==> config.mk <==
export PLATFORM = sky130hd
export DESIGN_NAME = least_rotation_finder
export DESIGN_NICKNAME = d
export VERILOG_FILES = /design/src/sv/lrf_pkg.sv /design/src/sv/lrf_dp.sv /design/src/sv/lrf_ctrl.sv /design/src/sv/least_rotation_finder.sv
export SDC_FILE = /design/constraint.sdc
export NUM_CORES = 2
export LEC_CHECK = 0
export ABC_CLOCK_PERIOD_IN_PS = 5050
export BUFFER_PORTS_ARGS = -buffer_cell sky130_fd_sc_hd__buf_2
export CAP_MARGIN = 20
export CORE_MARGIN = 2
export CORE_UTILIZATION = 63
export CTS_CLUSTER_SIZE = 40
export DETAILED_ROUTE_END_ITERATION = 8
export PLACE_DENSITY_LB_ADDON = 0.12
export SLEW_MARGIN = 20
export SYNTH_ARGS = -nofsm -noshare
export SYNTH_HDL_FRONTEND = slang
export SYNTH_SLANG_ARGS = --single-unit
==> constraint.sdc <==
create_clock -name clk_i -period 5.05 [get_ports clk_i]
set_input_delay 0.2525 -clock clk_i [delete_from_list [all_inputs] [get_ports clk_i]]
set_output_delay 0.2525 -clock clk_i [all_outputs]
set_load 0.01 [all_outputs]
==> src/sv/lrf_pkg.sv <==
// Shared types and constants for the least rotation finder.
// Holds sizes, the datapath command set and the status bundle.
// No dependencies.
`default_nettype none

package lrf_pkg;

  localparam int MAX_LEN    = 64;
  localparam int SYM_BITS   = 8;
  localparam int IN_SYM_W   = 8;
  localparam int FAIL_DEPTH = 2 * MAX_LEN + 1;
  localparam int CNT_W      = $clog2(MAX_LEN + 1);
  localparam int ADDR_W     = $clog2(MAX_LEN);
  localparam int POS_W      = $clog2(2 * MAX_LEN + 1);
  localparam int FIDX_W     = $clog2(FAIL_DEPTH);
  localparam int FVAL_W     = FIDX_W + 1;
  localparam int ROT_W      = 6;
  localparam int LEN_W      = 7;

  typedef enum logic [3:0] {
    OP_NONE,
    OP_LOAD,
    OP_INIT,
    OP_RD_J,
    OP_LAT_J,
    OP_RD_CHK,
    OP_CMP,
    OP_LAT_I,
    OP_TAIL,
    OP_WR,
    OP_FIN
  } dp_op_e;

  typedef struct packed {
    logic i_neg;
    logic sym_eq;
    logic scan_end;
  } dp_status_t;

endpackage

`default_nettype wire

==> src/sv/lrf_dp.sv <==
// Datapath of the least rotation finder: symbol store, failure table,
// scan registers and result registers. Driven by lrf_ctrl commands.
// Depends on lrf_pkg.
`default_nettype none

module lrf_dp (
  input  wire logic                            clk_i,
  input  wire logic                            rst_ni,
  input  wire lrf_pkg::dp_op_e                 op_i,
  input  wire logic [lrf_pkg::IN_SYM_W-1:0]    symbol_i,
  output lrf_pkg::dp_status_t                  status_o,
  output logic [lrf_pkg::ROT_W-1:0]            rotation_start_o,
  output logic [lrf_pkg::LEN_W-1:0]            string_length_o,
  output logic                                 overflow_o
);

  localparam int PW = lrf_pkg::POS_W;
  localparam int FW = lrf_pkg::FIDX_W;
  localparam int VW = lrf_pkg::FVAL_W;

  function automatic logic [lrf_pkg::ADDR_W-1:0] mod_len(
    input logic [PW-1:0]                 v,
    input logic [lrf_pkg::CNT_W-1:0]     n
  );
    logic [PW-1:0] r;
    r = (v >= PW'(n)) ? v - PW'(n) : v;
    return lrf_pkg::ADDR_W'(r);
  endfunction

  logic [lrf_pkg::SYM_BITS-1:0] sym_mem [lrf_pkg::MAX_LEN];
  logic [VW-1:0]                fail_mem [lrf_pkg::FAIL_DEPTH];
  logic [lrf_pkg::FAIL_DEPTH-1:0] fvalid_q;

  logic [lrf_pkg::CNT_W-1:0]    count_q;
  logic                         ovf_q;
  logic [PW-1:0]                j_q;
  logic [PW-1:0]                k_q;
  logic [VW-1:0]                i_q;
  logic [VW-1:0]                wval_q;
  logic [lrf_pkg::SYM_BITS-1:0] sj_q;
  logic [lrf_pkg::SYM_BITS-1:0] sym_rd_q;
  logic [VW-1:0]                fail_rd_q;
  logic                         fvalid_rd_q;
  logic                         fneg_q;
  logic [lrf_pkg::ROT_W-1:0]    rot_q;
  logic [lrf_pkg::LEN_W-1:0]    len_q;
  logic                         ovf_res_q;

  logic [lrf_pkg::ADDR_W-1:0]   sym_raddr;
  logic [FW-1:0]                fail_raddr;
  logic [FW-1:0]                fail_waddr;
  logic [PW:0]                  jk_diff;
  logic [PW:0]                  j_nxt;
  logic [PW:0]                  two_n;
  logic [PW-1:0]                i_pos;
  logic [PW-1:0]                k_i_1;
  logic [PW-1:0]                j_i_1;
  logic [VW-1:0]                i_inc;
  logic                         sym_eq;
  logic                         sym_lt;

  assign i_pos   = PW'(i_q[FW-1:0]);
  assign k_i_1   = k_q + i_pos + PW'(1);
  assign j_i_1   = j_q - i_pos - PW'(1);
  assign i_inc   = {1'b0, i_q[FW-1:0] + FW'(1)};
  assign jk_diff = {1'b0, j_q} - {1'b0, k_q} - (PW+1)'(1);
  assign j_nxt   = {1'b0, j_q} + (PW+1)'(1);
  assign two_n   = (PW+1)'({count_q, 1'b0});
  assign fail_waddr = FW'(j_q - k_q);
  assign sym_eq  = (sj_q == sym_rd_q);
  assign sym_lt  = (sj_q < sym_rd_q);

  assign status_o.i_neg    = i_q[VW-1];
  assign status_o.sym_eq   = sym_eq;
  assign status_o.scan_end = (j_nxt >= two_n);

  always_comb begin
    sym_raddr  = mod_len(k_q, count_q);
    fail_raddr = FW'(jk_diff[PW-1:0]);
    if (op_i == lrf_pkg::OP_RD_J) begin
      sym_raddr = mod_len(j_q, count_q);
    end else if (op_i == lrf_pkg::OP_RD_CHK && !i_q[VW-1]) begin
      sym_raddr = mod_len(k_i_1, count_q);
    end
    if (op_i == lrf_pkg::OP_CMP) begin
      fail_raddr = i_q[FW-1:0];
    end
  end

  // storage arrays
  always_ff @(posedge clk_i) begin
    if (op_i == lrf_pkg::OP_LOAD && count_q < lrf_pkg::CNT_W'(lrf_pkg::MAX_LEN)) begin
      sym_mem[count_q[lrf_pkg::ADDR_W-1:0]] <= symbol_i[lrf_pkg::SYM_BITS-1:0];
    end
    sym_rd_q <= sym_mem[sym_raddr];
    if (op_i == lrf_pkg::OP_WR) begin
      fail_mem[fail_waddr] <= wval_q;
    end
    fail_rd_q <= fail_mem[fail_raddr];
  end

  always_ff @(posedge clk_i or negedge rst_ni) begin
    if (!rst_ni) begin
      fvalid_q    <= '0;
      fvalid_rd_q <= 1'b0;
      fneg_q      <= 1'b0;
      count_q     <= '0;
      ovf_q       <= 1'b0;
      j_q         <= PW'(1);
      k_q         <= '0;
      i_q         <= '0;
    end else begin
      fvalid_rd_q <= fvalid_q[fail_raddr];
      fneg_q      <= jk_diff[PW];
      unique case (op_i)
        lrf_pkg::OP_LOAD: begin
          if (count_q < lrf_pkg::CNT_W'(lrf_pkg::MAX_LEN)) begin
            count_q <= count_q + lrf_pkg::CNT_W'(1);
          end else begin
            ovf_q <= 1'b1;
          end
        end
        lrf_pkg::OP_INIT: begin
          fvalid_q <= '0;
          j_q      <= PW'(1);
          k_q      <= '0;
        end
        lrf_pkg::OP_LAT_J: begin
          i_q <= (fneg_q || !fvalid_rd_q) ? '1 : fail_rd_q;
        end
        lrf_pkg::OP_CMP: begin
          if (!sym_eq && sym_lt) begin
            k_q <= j_i_1;
          end
        end
        lrf_pkg::OP_LAT_I: begin
          i_q <= fvalid_rd_q ? fail_rd_q : '1;
        end
        lrf_pkg::OP_TAIL: begin
          if (!sym_eq && sym_lt) begin
            k_q <= j_q;
          end
        end
        lrf_pkg::OP_WR: begin
          fvalid_q[fail_waddr] <= 1'b1;
          j_q <= j_nxt[PW-1:0];
        end
        lrf_pkg::OP_FIN: begin
          count_q <= '0;
          ovf_q   <= 1'b0;
        end
        default: begin
        end
      endcase
    end
  end

  always_ff @(posedge clk_i) begin
    if (op_i == lrf_pkg::OP_LAT_J) begin
      sj_q <= sym_rd_q[lrf_pkg::SYM_BITS-1:0];
    end
    if (op_i == lrf_pkg::OP_CMP) begin
      wval_q <= i_inc;
    end
    if (op_i == lrf_pkg::OP_TAIL) begin
      wval_q <= sym_eq ? i_inc : '1;
    end
    if (op_i == lrf_pkg::OP_FIN) begin
      rot_q     <= lrf_pkg::ROT_W'(mod_len(k_q, count_q));
      len_q     <= lrf_pkg::LEN_W'(count_q);
      ovf_res_q <= ovf_q;
    end
  end

  assign rotation_start_o = rot_q;
  assign string_length_o  = len_q;
  assign overflow_o       = ovf_res_q;

endmodule

`default_nettype wire

==> src/sv/lrf_ctrl.sv <==
// Controller of the least rotation finder: sequences load, scan and
// result steps and issues datapath commands. Depends on lrf_pkg.
`default_nettype none

module lrf_ctrl (
  input  wire logic                clk_i,
  input  wire logic                rst_ni,
  input  wire logic                start,
  input  wire logic                last_i,
  input  wire lrf_pkg::dp_status_t status_i,
  output lrf_pkg::dp_op_e          op_o,
  output logic                     busy,
  output logic                     valid_o
);

  typedef enum logic [3:0] {
    ST_IDLE,
    ST_INIT,
    ST_RD_J,
    ST_LAT_J,
    ST_RD_CHK,
    ST_CMP,
    ST_LAT_I,
    ST_TAIL,
    ST_WR,
    ST_FIN
  } state_e;

  state_e state_q;
  logic   valid_q;

  always_comb begin
    unique case (state_q)
      ST_IDLE:   op_o = start ? lrf_pkg::OP_LOAD : lrf_pkg::OP_NONE;
      ST_INIT:   op_o = lrf_pkg::OP_INIT;
      ST_RD_J:   op_o = lrf_pkg::OP_RD_J;
      ST_LAT_J:  op_o = lrf_pkg::OP_LAT_J;
      ST_RD_CHK: op_o = lrf_pkg::OP_RD_CHK;
      ST_CMP:    op_o = lrf_pkg::OP_CMP;
      ST_LAT_I:  op_o = lrf_pkg::OP_LAT_I;
      ST_TAIL:   op_o = lrf_pkg::OP_TAIL;
      ST_WR:     op_o = lrf_pkg::OP_WR;
      ST_FIN:    op_o = lrf_pkg::OP_FIN;
      default:   op_o = lrf_pkg::OP_NONE;
    endcase
  end

  always_ff @(posedge clk_i or negedge rst_ni) begin
    if (!rst_ni) begin
      state_q <= ST_IDLE;
      valid_q <= 1'b0;
    end else begin
      valid_q <= 1'b0;
      unique case (state_q)
        ST_IDLE: begin
          if (start && last_i) begin
            state_q <= ST_INIT;
          end
        end
        ST_INIT:   state_q <= ST_RD_J;
        ST_RD_J:   state_q <= ST_LAT_J;
        ST_LAT_J:  state_q <= ST_RD_CHK;
        ST_RD_CHK: state_q <= status_i.i_neg ? ST_TAIL : ST_CMP;
        ST_CMP:    state_q <= status_i.sym_eq ? ST_WR : ST_LAT_I;
        ST_LAT_I:  state_q <= ST_RD_CHK;
        ST_TAIL:   state_q <= ST_WR;
        ST_WR:     state_q <= status_i.scan_end ? ST_FIN : ST_RD_J;
        ST_FIN: begin
          state_q <= ST_IDLE;
          valid_q <= 1'b1;
        end
        default:   state_q <= ST_IDLE;
      endcase
    end
  end

  assign busy    = (state_q != ST_IDLE);
  assign valid_o = valid_q;

endmodule

`default_nettype wire

==> src/sv/least_rotation_finder.sv <==
// Least rotation finder top level: controller plus datapath.
// Loading: one symbol per cycle, busy stays low. On the last symbol the
// failure-function scan runs over 2n-1 positions, with fallback steps through
// the failure table (one read port each on the failure table and the store).
// Result strobe valid_o is registered in the ST_FIN state after the scan end.
// Reset clears control state; store contents are not cleared.
`default_nettype none

module least_rotation_finder (
  input  wire logic                         clk_i,
  input  wire logic                         rst_ni,
  input  wire logic                         start,
  output logic                              busy,
  input  wire logic [lrf_pkg::IN_SYM_W-1:0] symbol_i,
  input  wire logic                         last_i,
  output logic                              valid_o,
  output logic [lrf_pkg::ROT_W-1:0]         rotation_start_o,
  output logic [lrf_pkg::LEN_W-1:0]         string_length_o,
  output logic                              overflow_o
);

  lrf_pkg::dp_op_e     op;
  lrf_pkg::dp_status_t status;

  lrf_ctrl u_ctrl (
    .clk_i    (clk_i),
    .rst_ni   (rst_ni),
    .start    (start),
    .last_i   (last_i),
    .status_i (status),
    .op_o     (op),
    .busy     (busy),
    .valid_o  (valid_o)
  );

  lrf_dp u_dp (
    .clk_i            (clk_i),
    .rst_ni           (rst_ni),
    .op_i             (op),
    .symbol_i         (symbol_i),
    .status_o         (status),
    .rotation_start_o (rotation_start_o),
    .string_length_o  (string_length_o),
    .overflow_o       (overflow_o)
  );

endmodule

`default_nettype wire

==> out/qor.txt <==
Most frequent cells in the layout: edfxtp_1 (1704), mux2i_1 (364), mux4_2 (329), nor2_1 (316), nand2_1 (276)
Vias in the first global route: 41600
Row cnt: 128
Clock Pin Slew Worst Setup and Hold Paths: 0.06 ns
CP Capture Type: flop
Synthesized area: 77200 um^2
Post-route setup TNS: 0 ns
Ranking of synthesized cells by area: edfxtp_1 (66%), mux4_2 (9.6%), dfrtp_1 (5.4%)
Commonest register cell after synthesis: edfxtp_1
Reg2Reg Depth: 24
Antenna violations before repair: 4
Post-synth EDFFs: 1704
Router iterations before antenna repair: 6
Hold depth: 2
Crit-path max FO: 29
Synth area leader: edfxtp_1
Met3 global-route usage: 5.51%
Setup Crit Path Kind: flop to flop
Bufs on Longest Clock Path: 3
DRC Markers: 0
Via count: 41900
Root Driver: clkbuf_16
Worst-margin pin slew: 1.14 ns
Synthesized Nets: 4473
Status: finished clean
CP bufs+invs: 5
Die width: 354 um
IO Pins: 28
Cells after synthesis: 4392
GRT Resource Usage Total: 29.3%
Max-slew headroom: 24.1%
DRT Wirelength: 183000 um
Vias/cell: 6.49
Core Area: 122000 um^2
Cell Chain, Critical Path: inv_1 -> ha_1 -> fa_1 -> inv_1 -> a21o_1 -> a21oi_2 -> nor2b_1 -> o21a_1 -> nor2_1 -> xnor2_1 -> ha_1 -> nand3_1 -> o221a_2 -> and2_2 -> a31oi_2 -> nor4_4 -> buf_4 -> buf_4 -> buf_16 -> a21oi_1 -> a22o_1 -> a22oi_1 -> nand4_1 -> a311oi_1
Detailed placer's ending HPWL: 111000 um
Largest net degree at the start of global routing: 98
Max-cap violation count: 0
Crit path max-delay family: compound AO/OA/AOI/OAI gates
Global Route met1 Usage: 41.7%
Hold Vio Cnt, Final: 0
DR iter-0 viols: 5283
Slew Limit Fails: 0
Buffers on Ports: 27
Fmax: 0.210 GHz
Synth warn: 0
Critical path depth in cells: 24
Min cycle time layout: 4.76 ns
Startpoint types: flop
Die Y: 354 um
NumNets Final: 4753
Register bit count reported by yosys: 1890
Die footprint: 125000 um^2
Initial Util: 63.4%
Gpl congestion: 0.908
Register area share after synthesis: 72.2%
Post-synth top area share: 66.3%
Tcrit/Tclk final: 94.2%
WP data arrival: 5.48 ns
Worst Hold Class: input pin to flop
Per-cell routed wire length: 28.4 um
RSZ-0062 raised after global routing: false
Data required time of the worst path: 5.77 ns
First-pass GRT wire length: 271000 um
Commonest non-fill, non-tap cell in the layout: edfxtp_1
Final number of setup-violating endpoints: 0
Routed Antenna Nets: 0
Slowest CP cell: fa_1
Share of layout cells above drive strength 1: 20.6%
CTS sink count: 1890
Worst-Skew Late Latency: 0.82 ns
M2 GR Usage: 46.4%
Synthesized area per cell: 17.6 um^2
Grt ovf: 0
CTS tree: yes
Busiest grt layer: met2
H-tree depth: 4
Distinct cells, synth: 85
Max stage delay on crit path: 0.41 ns
Async SR Flop Fraction: 8.94%
CTS buffer count: 183
Layout area overhead: 13.1%
Worst-case clock skew: 0.0314 ns
==> cell usage after synthesis (36+ instances only) <==
master / n
a21o_1: 142
a21oi_1: 178
a22o_1: 45
buf_1: 43
buf_2: 79
clkbuf_1: 95
dfrtp_1: 168
edfxtp_1: 1704
ha_1: 62
inv_1: 54
mux2i_1: 364
mux4_2: 329
nand2_1: 276
nand3_1: 59
nor2_1: 320
xnor2_1: 36
==> logic make-up (layout without fill, tap and decap cells) <==
kind of cell               count (synthesis)  in the layout  synth area share (%)
AOI/OAI and AO/OA                        597            597                  5.36
and+or+nand+nor                          780            780                  4.39
other                                      0              2                     0
xor gates and xnor gates                  48             48                 0.544
buffers and inverters                    287            723                  1.60
muxes                                    721            721                  14.7
adders and majority gates                 69             69                  1.19
DFF                                     1890           1890                  72.2
==> routing by layer <==
metal | share of wire [%] | wire length (um)
met1 | 39 | 72300
met2 | 49 | 89700
met3 | 8.4 | 15400
met4 | 3.3 | 6020
met5 | 0.019 | 34
==> worst reg2reg max path, cell delays in order (launching register included) <==
cell and delay [ns]:
dfrtp_1 0.37, inv_1 0.07, ha_1 0.21, fa_1 0.41, inv_1 0.07, a21o_1 0.12
a21oi_2 0.07, nor2b_1 0.13, o21a_1 0.12, nor2_1 0.05, xnor2_1 0.12, ha_1 0.29
nand3_1 0.12, o221a_2 0.20, and2_2 0.20, a31oi_2 0.13, nor4_4 0.29, buf_4 0.24
buf_4 0.20, buf_16 0.19, a21oi_1 0.10, a22o_1 0.25, a22oi_1 0.25, nand4_1 0.25
a311oi_1 0.25
==> state kept, by name (all words and copies together) (netlist names), 4 cells and up <==
signal	flops
u_dp.wval_q	9
u_dp.fvalid_q	129
u_dp.sj_q	8
u_dp.string_length_o	7
u_dp.fail_mem	1161
u_dp.sym_mem	512
u_dp.fail_rd_q	9
u_dp.rotation_start_o	6
u_dp.count_q	7
u_dp.sym_rd_q	8
u_ctrl.state_q	4
u_dp.i_q	9
u_dp.j_q	8
u_dp.k_q	8
==> repair_timing <==
action                                 CTS  global route
hold buffers                             5             1
setup buffers                            0             4
setup endpoints to repair                0             8
endpoints found under the hold margin   63             3
resized for setup                        0            18
==> final timing paths <==
kind | from | end | slack, ns
setup / recovery | u_dp.k_q[0]$_DFFE_PN0P_ | u_dp.sym_rd_q[3]$_DFF_P_ | 0.29
hold / removal | symbol_i[5] | u_dp.sym_mem[0][5]$_DFFE_PP_ | 0.12
setup reg to reg | u_dp.k_q[0]$_DFFE_PN0P_ | u_dp.sym_rd_q[3]$_DFF_P_ | 0.29
hold reg to reg | u_dp.fail_rd_q[6]$_DFF_P_ | u_dp.i_q[6]$_DFFE_PN0P_ | 0.44
max in group asynchronous | rst_ni | u_dp.fvalid_q[10]$_DFFE_PN0P_ | 3.06
min in group asynchronous | rst_ni | u_dp.fvalid_q[15]$_DFFE_PN0P_ | 0.55
==> area by class of cell <==
cell class	instances	area (um^2)
clock buffer	262	5180
antenna	2	5.00
clock inverter	79	853
sequential	1890	55700
timing repair buffer	327	2870
fill	7400	34400
tap	1625	2030
multi-input combinational	2215	20400
inverter	55	206
==> per-stage QoR <==
step	worst slack [ns]	hold slack [ns]	cells	area [um^2]	utilization [%]
global placement	0.125	0.284	6097	81000	66.5
CTS	0.0477	0.112	6443	87100	71.5
finish	0.291	0.119	6455	87300	71.7
detailed placement	0.0967	0.292	6097	81000	66.5
floorplan	0.644	-0.0431	4392	77200	-
global route	0.0172	0.131	6453	87300	71.7
Power is left out: the tool's default activity adds up to more than one toggle a clock period on the data nets, which glitch-free logic cannot reach.
